File: src/rtl/core/fanr_pkg.sv
package fanr_pkg;

  localparam int GUARD_BITS = 3;
  localparam int MANT_WIDTH = 64;

  localparam int IN_MANT_W = 64;
  localparam int IN_EXP_W = 13;
  localparam int OUT_W = 64;

  localparam int FW_W = 6;
  localparam int BIAS_W = 10;
  localparam int ALL_ONES_W = 11;
  localparam int EW_W = 4;

  localparam int FW_MIN = 1;
  localparam int FW_MAX = 52;

  localparam logic [FW_W-1:0] FW_RESET = 6'd52;
  localparam logic [BIAS_W-1:0] BIAS_RESET = 10'd1023;
  localparam logic [ALL_ONES_W-1:0] ALL_ONES_RESET = 11'd2047;
  localparam logic [EW_W-1:0] EW_RESET = 4'd11;

  localparam int CFG_AW = 4;
  localparam int CFG_DW = 32;

  localparam int NORM_W = (MANT_WIDTH > FW_MAX + GUARD_BITS + 1) ?
                          MANT_WIDTH : FW_MAX + GUARD_BITS + 1;
  localparam int SH_W = $clog2(NORM_W);
  localparam int LEAD_W = $clog2(MANT_WIDTH);
  localparam int EXP_W = 15;
  localparam int RND_W = NORM_W - GUARD_BITS;
  localparam int FRAC_W = FW_MAX + 1;
  localparam int POS_W = 7;

  typedef enum logic [1:0] {
    REG_FRACTION_WIDTH,
    REG_EXPONENT_BIAS,
    REG_EXPONENT_ALL_ONES,
    REG_EXPONENT_WIDTH
  } cfg_reg_t;

  typedef struct packed {
    logic [FW_W-1:0]       fw;
    logic [BIAS_W-1:0]     bias;
    logic [ALL_ONES_W-1:0] all_ones;
    logic [EW_W-1:0]       ew;
  } cfg_t;

  typedef struct packed {
    logic                    zero;
    logic                    sign;
    logic signed [EXP_W-1:0] exp;
    logic [NORM_W-1:0]       mant;
  } norm_t;

endpackage

File: src/rtl/core/fp_add_normalize_round_unit.sv
// Normalise and round-to-nearest-even stage for a floating-point adder. Each
// transaction carries an unrounded sum and yields one packed word in the
// format held in the four configuration registers. The datapath is a
// five-stage pipeline (leading-one search, exponent and shift distance,
// sticky shift, rounding, bias and pack): one transaction enters per cycle
// when the result side does not stall. A stall on the result side holds the
// whole pipeline, so the input then stalls in the same cycle. The user must
// write configuration only while the pipeline is empty; it is not enforced.
module fp_add_normalize_round_unit import fanr_pkg::*; (
  input  logic                 clk,
  input  logic                 rst_n,
  input  logic                 in_valid,
  output logic                 in_stall,
  input  logic                 in_is_zero,
  input  logic                 in_sum_sign,
  input  logic [IN_EXP_W-1:0]  in_sum_exponent,
  input  logic [IN_MANT_W-1:0] in_sum_mantissa,
  output logic                 out_valid,
  input  logic                 out_stall,
  output logic [OUT_W-1:0]     out_packed_result,
  input  logic                 cfg_psel,
  input  logic                 cfg_penable,
  input  logic                 cfg_pwrite,
  input  logic [CFG_AW-1:0]    cfg_paddr,
  input  logic [CFG_DW-1:0]    cfg_pwdata,
  output logic [CFG_DW-1:0]    cfg_prdata,
  output logic                 cfg_pready
);

  cfg_t  cfg;
  logic  adv;
  logic  norm_valid;
  norm_t norm;

  assign adv = !out_valid || !out_stall;
  assign in_stall = !adv;

  fanr_cfg u_cfg (
    .clk         (clk),
    .rst_n       (rst_n),
    .cfg_psel    (cfg_psel),
    .cfg_penable (cfg_penable),
    .cfg_pwrite  (cfg_pwrite),
    .cfg_paddr   (cfg_paddr),
    .cfg_pwdata  (cfg_pwdata),
    .cfg_prdata  (cfg_prdata),
    .cfg_pready  (cfg_pready),
    .cfg         (cfg)
  );

  fanr_norm u_norm (
    .clk             (clk),
    .rst_n           (rst_n),
    .adv             (adv),
    .cfg             (cfg),
    .in_valid        (in_valid),
    .in_is_zero      (in_is_zero),
    .in_sum_sign     (in_sum_sign),
    .in_sum_exponent (in_sum_exponent),
    .in_sum_mantissa (in_sum_mantissa),
    .norm_valid      (norm_valid),
    .norm            (norm)
  );

  fanr_round u_round (
    .clk               (clk),
    .rst_n             (rst_n),
    .adv               (adv),
    .cfg               (cfg),
    .norm_valid        (norm_valid),
    .norm              (norm),
    .out_valid         (out_valid),
    .out_packed_result (out_packed_result)
  );

endmodule

File: src/rtl/core/fanr_cfg.sv
module fanr_cfg import fanr_pkg::*; (
  input  logic              clk,
  input  logic              rst_n,
  input  logic              cfg_psel,
  input  logic              cfg_penable,
  input  logic              cfg_pwrite,
  input  logic [CFG_AW-1:0] cfg_paddr,
  input  logic [CFG_DW-1:0] cfg_pwdata,
  output logic [CFG_DW-1:0] cfg_prdata,
  output logic              cfg_pready,
  output cfg_t              cfg
);

  logic [FW_W-1:0]       fw_r;
  logic [BIAS_W-1:0]     bias_r;
  logic [ALL_ONES_W-1:0] all_ones_r;
  logic [EW_W-1:0]       ew_r;
  logic                  wr_en;
  cfg_reg_t              idx;

  assign wr_en = cfg_psel && cfg_penable && cfg_pwrite;
  assign idx = cfg_reg_t'(cfg_paddr[3:2]);
  assign cfg_pready = 1'b1;

  always_ff @(posedge clk) begin
    if (!rst_n) begin
      fw_r       <= FW_RESET;
      bias_r     <= BIAS_RESET;
      all_ones_r <= ALL_ONES_RESET;
      ew_r       <= EW_RESET;
    end else if (wr_en) begin
      unique case (idx)
        REG_FRACTION_WIDTH:    fw_r       <= cfg_pwdata[FW_W-1:0];
        REG_EXPONENT_BIAS:     bias_r     <= cfg_pwdata[BIAS_W-1:0];
        REG_EXPONENT_ALL_ONES: all_ones_r <= cfg_pwdata[ALL_ONES_W-1:0];
        REG_EXPONENT_WIDTH:    ew_r       <= cfg_pwdata[EW_W-1:0];
        default: ;
      endcase
    end
  end

  always_comb begin
    cfg_prdata = '0;
    unique case (idx)
      REG_FRACTION_WIDTH:    cfg_prdata = CFG_DW'(fw_r);
      REG_EXPONENT_BIAS:     cfg_prdata = CFG_DW'(bias_r);
      REG_EXPONENT_ALL_ONES: cfg_prdata = CFG_DW'(all_ones_r);
      REG_EXPONENT_WIDTH:    cfg_prdata = CFG_DW'(ew_r);
      default:               cfg_prdata = '0;
    endcase
  end

  // clamp fraction width into the supported range
  always_comb begin
    cfg.fw = fw_r;
    if (fw_r < FW_W'(FW_MIN)) begin
      cfg.fw = FW_W'(FW_MIN);
    end else if (fw_r > FW_W'(FW_MAX)) begin
      cfg.fw = FW_W'(FW_MAX);
    end
    cfg.bias     = bias_r;
    cfg.all_ones = all_ones_r;
    cfg.ew       = ew_r;
  end

endmodule

File: src/rtl/core/fanr_norm.sv
module fanr_norm import fanr_pkg::*; (
  input  logic                clk,
  input  logic                rst_n,
  input  logic                adv,
  input  cfg_t                cfg,
  input  logic                in_valid,
  input  logic                in_is_zero,
  input  logic                in_sum_sign,
  input  logic [IN_EXP_W-1:0] in_sum_exponent,
  input  logic [IN_MANT_W-1:0] in_sum_mantissa,
  output logic                norm_valid,
  output norm_t               norm
);

  typedef struct packed {
    logic                    zero;
    logic                    sign;
    logic                    nz;
    logic signed [EXP_W-1:0] exp;
    logic [NORM_W-1:0]       mant;
    logic [LEAD_W-1:0]       lead;
  } s1_t;

  typedef struct packed {
    logic                    zero;
    logic                    sign;
    logic signed [EXP_W-1:0] exp;
    logic signed [EXP_W-1:0] sh;
    logic [NORM_W-1:0]       mant;
  } s2_t;

  s1_t   s1_r, s1_nxt;
  s2_t   s2_r, s2_nxt;
  norm_t s3_r, s3_nxt;
  logic  v1_r, v2_r, v3_r;

  logic [MANT_WIDTH-1:0]   m_in;
  logic signed [EXP_W-1:0] lead_s, pos_s, emin, ef_cand, ef;
  logic signed [EXP_W-1:0] rs, ls;
  logic [NORM_W-1:0]       lost_mask;
  logic                    sticky;

  // leading one search
  always_comb begin
    m_in = in_sum_mantissa[MANT_WIDTH-1:0];
    s1_nxt.zero = in_is_zero;
    s1_nxt.sign = in_sum_sign;
    s1_nxt.nz   = |m_in;
    s1_nxt.exp  = EXP_W'($signed(in_sum_exponent));
    s1_nxt.mant = NORM_W'(m_in);
    s1_nxt.lead = '0;
    for (int i = 0; i < MANT_WIDTH; i++) begin
      if (m_in[i]) begin
        s1_nxt.lead = LEAD_W'(i);
      end
    end
  end

  // final exponent and shift distance
  always_comb begin
    lead_s  = EXP_W'(s1_r.lead);
    pos_s   = EXP_W'(cfg.fw) + EXP_W'(GUARD_BITS);
    emin    = EXP_W'(1) - EXP_W'(cfg.bias);
    ef_cand = s1_r.exp + lead_s - pos_s;
    if (!s1_r.nz || ef_cand < emin) begin
      ef = emin;
    end else begin
      ef = ef_cand;
    end
    s2_nxt.zero = s1_r.zero;
    s2_nxt.sign = s1_r.sign;
    s2_nxt.exp  = ef;
    s2_nxt.sh   = ef - s1_r.exp;
    s2_nxt.mant = s1_r.mant;
  end

  // shift left, or shift right with sticky
  always_comb begin
    rs = s2_r.sh;
    ls = -s2_r.sh;
    lost_mask = '0;
    sticky = 1'b0;
    s3_nxt.zero = s2_r.zero;
    s3_nxt.sign = s2_r.sign;
    s3_nxt.exp  = s2_r.exp;
    s3_nxt.mant = s2_r.mant;
    if (s2_r.sh < 0) begin
      s3_nxt.mant = s2_r.mant << ls[SH_W-1:0];
    end else if (rs >= EXP_W'(NORM_W)) begin
      s3_nxt.mant = NORM_W'(|s2_r.mant);
    end else begin
      lost_mask = ~({NORM_W{1'b1}} << rs[SH_W-1:0]);
      sticky = |(s2_r.mant & lost_mask);
      s3_nxt.mant = (s2_r.mant >> rs[SH_W-1:0]) | NORM_W'(sticky);
    end
  end

  always_ff @(posedge clk) begin
    if (adv) begin
      s1_r <= s1_nxt;
      s2_r <= s2_nxt;
      s3_r <= s3_nxt;
    end
  end

  always_ff @(posedge clk) begin
    if (!rst_n) begin
      v1_r <= 1'b0;
      v2_r <= 1'b0;
      v3_r <= 1'b0;
    end else if (adv) begin
      v1_r <= in_valid;
      v2_r <= v1_r;
      v3_r <= v2_r;
    end
  end

  assign norm_valid = v3_r;
  assign norm = s3_r;

endmodule

File: src/rtl/core/fanr_round.sv
module fanr_round import fanr_pkg::*; (
  input  logic             clk,
  input  logic             rst_n,
  input  logic             adv,
  input  cfg_t             cfg,
  input  logic             norm_valid,
  input  norm_t            norm,
  output logic             out_valid,
  output logic [OUT_W-1:0] out_packed_result
);

  typedef struct packed {
    logic                    zero;
    logic                    sign;
    logic signed [EXP_W-1:0] exp;
    logic [FRAC_W-1:0]       r;
  } s4_t;

  s4_t              s4_r, s4_nxt;
  logic             v4_r, v5_r;
  logic [OUT_W-1:0] res_r, res_nxt;

  logic [GUARD_BITS-1:0]   rbits;
  logic [RND_W-1:0]        r0;
  logic [RND_W:0]          r1, r2;
  logic                    inc, carry;
  logic signed [EXP_W-1:0] raw;
  logic [EXP_W-1:0]        bexp, emask;
  logic [OUT_W-1:0]        fmask, word;
  logic [POS_W-1:0]        spos;
  logic                    sub;

  // round to nearest even, renormalise on carry
  always_comb begin
    rbits = norm.mant[GUARD_BITS-1:0];
    r0    = norm.mant[NORM_W-1:GUARD_BITS];
    inc   = (rbits > GUARD_BITS'(1 << (GUARD_BITS - 1))) ||
            ((rbits == GUARD_BITS'(1 << (GUARD_BITS - 1))) && r0[0]);
    r1    = (RND_W+1)'(r0) + (RND_W+1)'(inc);
    carry = (r1 >> (cfg.fw + FW_W'(1))) != '0;
    r2    = carry ? (r1 >> 1) : r1;
    s4_nxt.zero = norm.zero;
    s4_nxt.sign = norm.sign;
    s4_nxt.exp  = carry ? norm.exp + EXP_W'(1) : norm.exp;
    s4_nxt.r    = r2[FRAC_W-1:0];
  end

  // bias, overflow and pack
  always_comb begin
    raw   = s4_r.exp + EXP_W'(cfg.bias);
    emask = ~({EXP_W{1'b1}} << cfg.ew);
    fmask = ~({OUT_W{1'b1}} << cfg.fw);
    sub   = (s4_r.r >> cfg.fw) == '0;
    spos  = POS_W'(cfg.fw) + POS_W'(cfg.ew);
    word  = '0;
    if (raw >= EXP_W'(cfg.all_ones)) begin
      bexp = EXP_W'(cfg.all_ones);
    end else if (raw <= 0 || sub) begin
      bexp = '0;
      word = OUT_W'(s4_r.r) & fmask;
    end else begin
      bexp = raw;
      word = OUT_W'(s4_r.r) & fmask;
    end
    word = word | (OUT_W'(bexp & emask) << cfg.fw);
    if (spos < POS_W'(OUT_W)) begin
      word = word | (OUT_W'(s4_r.sign) << spos);
    end
    res_nxt = s4_r.zero ? '0 : word;
  end

  always_ff @(posedge clk) begin
    if (adv) begin
      s4_r  <= s4_nxt;
      res_r <= res_nxt;
    end
  end

  always_ff @(posedge clk) begin
    if (!rst_n) begin
      v4_r <= 1'b0;
      v5_r <= 1'b0;
    end else if (adv) begin
      v4_r <= norm_valid;
      v5_r <= v4_r;
    end
  end

  assign out_valid = v5_r;
  assign out_packed_result = res_r;

endmodule

File: config.mk
export PLATFORM = sky130hd
export DESIGN_NAME = fp_add_normalize_round_unit
export DESIGN_NICKNAME = d
export VERILOG_FILES = /design/src/rtl/core/fanr_pkg.sv /design/src/rtl/core/fp_add_normalize_round_unit.sv /design/src/rtl/core/fanr_cfg.sv /design/src/rtl/core/fanr_norm.sv /design/src/rtl/core/fanr_round.sv
export SDC_FILE = /design/constraint.sdc
export NUM_CORES = 2
export LEC_CHECK = 0
export ABC_AREA = 0
export BUFFER_PORTS_ARGS = -buffer_cell sky130_fd_sc_hd__buf_2
export CORE_ASPECT_RATIO = 0.7
export CORE_UTILIZATION = 30
export DETAILED_ROUTE_END_ITERATION = 6
export HOLD_SLACK_MARGIN = 0.08
export PLACE_DENSITY_LB_ADDON = 0.05
export SYNTH_ARGS = -nofsm -noshare
export SYNTH_HDL_FRONTEND = slang
export SYNTH_SLANG_ARGS = --single-unit
File: constraint.sdc
create_clock -name clk -period 32.2 [get_ports clk]
set_input_delay 3.22 -clock clk [delete_from_list [all_inputs] [get_ports clk]]
set_output_delay 3.22 -clock clk [all_outputs]
set_load 0.01 [all_outputs]
==> results.json <==
{
  "slowest_delay_ps": 700,
  "ys.flop_type": "edfxtp_1",
  "cts_setup_buffers": 0,
  "r2r_end": "u_norm.rs[14]$_DFFE_PN_",
  "cp_top_family": "compound AO/OA/AOI/OAI gates",
  "wl_mm": 164,
  "numCtsBuffers": 50,
  "min_to": "u_norm.s2_r[36]$_DFFE_PN_",
  "synth_cell_types": 101,
  "timing.fmax_mhz": 89.1,
  "ctsRootBufferMaster": "clkbuf_16",
  "crit_buf_inv": 6,
  "syn2layout_area_growth_pct": 11.2,
  "cts_tree": "yes",
  "arrival_ps": 11620,
  "cp_max_fo": 57,
  "io_buffers": 175,
  "grt-ovfl-total": 0,
  "ant_nets": 0,
  "grt_pass1_wl_mm": 234,
  "cts_sinks": 433,
  "insertion_delay_ps": 680,
  "clk_pin_slew_ps": 60,
  "ys_seq_area_share_pct": 35.3,
  "viasPerCell": 6.01,
  "die_h_um": 291,
  "tns_ps": 0,
  "cp_common_cell": "a21oi_1",
  "slew_headroom_pct": 0.311,
  "reg2reg_depth": 43,
  "hpwl_mm": 127,
  "die_area_um2": 121000,
  "drive_gt1_share_pct": 11.1,
  "wl_per_cell_um": 28.3,
  "setup_viol": 0,
  "finalWeightedCongestion": 0.991,
  "dp_cells": 5672,
  "synth_seq_cells": 433,
  "hold_viol": 0,
  "status": "finished with violations",
  "ctsHtreeMaxLevel": 2,
  "cts_buffer_depth": 3,
  "grt_pass1_vias": 32100,
  "grt_setup_unrepaired": "no",
  "yosys_warnings": 0,
  "cp.required_ps": 32600,
  "maxSlewViolCount": 0,
  "netlist_area_um2": 35800,
  "vias": 34700,
  "ys_async_sr_fraction_pct": 0,
  "antenna_found_initial": 7,
  "nets": 4379,
  "hp-class": "register to register",
  "io_pins": 221,
  "synth_edf_count": 397,
  "core_um2": 118000,
  "start_kind": "register",
  "leakage_nw": 14.9,
  "post-route-drc-count": 0,
  "postCtsResizedCells": 0,
  "p_per_area_nw_per_um2": 82.6,
  "end_kind": "register",
  "fin_cells": 5769,
  "drt_iter0_drc": 4446,
  "path_class": "register to register",
  "cpMaxStageDelayCell": "or3_1",
  "first_pass_iters": 6,
  "r2r-start": "u_cfg.fw_r[2]$_SDFFE_PN1P_",
  "cts_hold_buf": 0,
  "period_minus_slack_ps": 11220,
  "maxCapViolCount": 1,
  "final.period_utilization_pct": 34.9,
  "post_synth.cell_area_avg_um2": 8.62,
  "synthCells": 4157,
  "skew_ps": 80.1,
  "violations": "capacitance limit",
  "hold_start": "u_norm.s1_r[42]$_DFFE_PN_",
  "worst_pin_slew_ps": 1480,
  "whs_ps": 412,
  "fp-row-count": 105,
  "ff2ff_setup_slack_ps": 20980,
  "whs_path_depth": 0,
  "start_util_pct": 30.4,
  "grt_max_degree": 161,
  "vdd_drop_max_uv": 50.6,
  "die_x_um": 415,
  "grt_use_total_pct": 26.1
}
==> registers in the layout, summed over array words and instances, names as in the netlist, 6 cells and up <==
register,count
u_cfg.fw_r,6
u_norm.norm,81
u_norm.s1_r,80
u_cfg.bias_r,10
u_norm.lead_s,6
u_round.out_packed_result,64
u_norm.rs,15
u_round.s4_r,70
u_norm.s2_r,81
u_cfg.all_ones_r,11
==> metrics by stage <==
step / total power [mW] / util, % / area, um2 / setup slack (ps)
6_report: 3.29 / 33.8 / 39800 / 20980
5_1_grt: 3.45 / 33.8 / 39800 / 19970
4_1_cts: 3.24 / 33.8 / 39800 / 20970
3_5_place_dp: 2.63 / 32.4 / 38200 / 21010
3_3_place_gp: 2.64 / 32.4 / 38200 / 21010
2_1_floorplan: 1.99 / - / 35900 / 15730
==> final cells by class <==
| cell class | count | area, um2 |
|---|---|---|
| fill | 12500 | 77900 |
| multi-input combinational | 3313 | 21600 |
| sequential | 433 | 12600 |
| tap | 1551 | 1940 |
| timing repair buffer | 259 | 1530 |
| clock buffer | 59 | 1280 |
| inverter | 116 | 438 |
| clock inverter | 34 | 389 |
| antenna | 4 | 10.0 |
==> how the worst max path moves through the flow <==
stage                               startpoint                      end  slack, ps  cells after the start
finish              u_cfg.fw_r[2]$_SDFFE_PN1P_  u_norm.rs[14]$_DFFE_PN_      20980                     43
global route        u_cfg.fw_r[2]$_SDFFE_PN1P_  u_norm.rs[14]$_DFFE_PN_      19970                     43
CTS                 u_cfg.fw_r[2]$_SDFFE_PN1P_  u_norm.rs[14]$_DFFE_PN_      20970                     43
detailed placement  u_cfg.fw_r[2]$_SDFFE_PN1P_  u_norm.rs[14]$_DFFE_PN_      21010                     43
global placement    u_cfg.fw_r[2]$_SDFFE_PN1P_  u_norm.rs[14]$_DFFE_PN_      21010                     43
floorplan                            out_stall                 in_stall      15730                      2
==> layer usage <==
metal | track usage [%] | up-vias | part of all wire, %
met1 | 42.1 | 17100 | 51
met3 | 9.12 | 131 | 12
li1 | - | 15800 | -
met5 | 0.867 | - | 0.11
met4 | 3.93 | 6 | 1.3
met2 | 32.2 | 1622 | 36
==> cell families after synthesis <==
kind of cell	Yosys count	synth area share [%]
AOI/OAI and AO/OA	1222	22.7
buffers and inverters	432	4.91
adders and majority gates	86	3.10
DFF	433	35.3
xor gates and xnor gates	118	2.89
muxes	373	11.2
other	2	0.0210
and+or+nand+nor	1491	19.9
==> Yosys cell counts (17+ instances only) <==
library cell,number,area (um2)
nand2_1,382,1430
a21oi_1,222,1110
o311ai_0,17,149
a211oi_1,69,518
xnor2_1,73,639
nor4_1,62,388
o21a_1,25,188
a31oi_1,40,250
and2_1,33,206
nand3_1,125,626
o221ai_1,34,298
mux2_2,52,586
o211ai_1,55,413
nor2b_1,20,125
or4_1,19,143
nand2b_1,83,519
edfxtp_1,397,11900
ha_1,79,988
a21o_1,41,308
and3_1,34,213
o32ai_1,21,184
mux2i_1,305,3050
inv_1,108,405
nand4_1,66,413
xor2_1,45,394
a32oi_1,37,324
buf_1,49,184
nor2_1,458,1720
o22ai_1,84,526
buf_4,27,203
a221oi_1,20,175
a22oi_1,20,150
a21boi_0,18,135
clkbuf_1,221,830
dfxtp_1,36,721
o21ai_0,317,1590
or2_2,18,113
nor3_1,101,505
or3_1,35,219
o31ai_1,22,165
==> report_power, final <==
group | switching (mW) | total [mW] | leakage [nW] | internal, mW
registers | 0.139 | 0.879 | 4.72 | 0.740
logic | 1.23 | 1.82 | 9.40 | 0.598
clock network | 0.259 | 0.589 | 0.789 | 0.330
==> cell usage in the layout, fill, tap and decap left out, drive strengths merged, types with 83 or more instances in the layout <==
cell type	synthesis	routed
o21ai	320	320
nand2	382	382
edfxtp	397	397
mux2i	305	305
nor3	103	103
nor2	459	459
nand3	125	125
o22ai	84	84
buf	94	259
inv	111	116
nand2b	83	83
a21oi	223	223
==> worst register-to-register path, delay by kind of cell, from the launching register on <==
| kind | cells | cell delay, ps |
|---|---|---|
| adders and majority gates | 5 | 1560 |
| buffers and inverters | 6 | 1690 |
| AOI/OAI and AO/OA | 22 | 4910 |
| xor gates and xnor gates | 3 | 460 |
| and+or+nand+nor | 7 | 1990 |
| DFF | 1 | 360 |
Power figures use the tool's default switching activity.
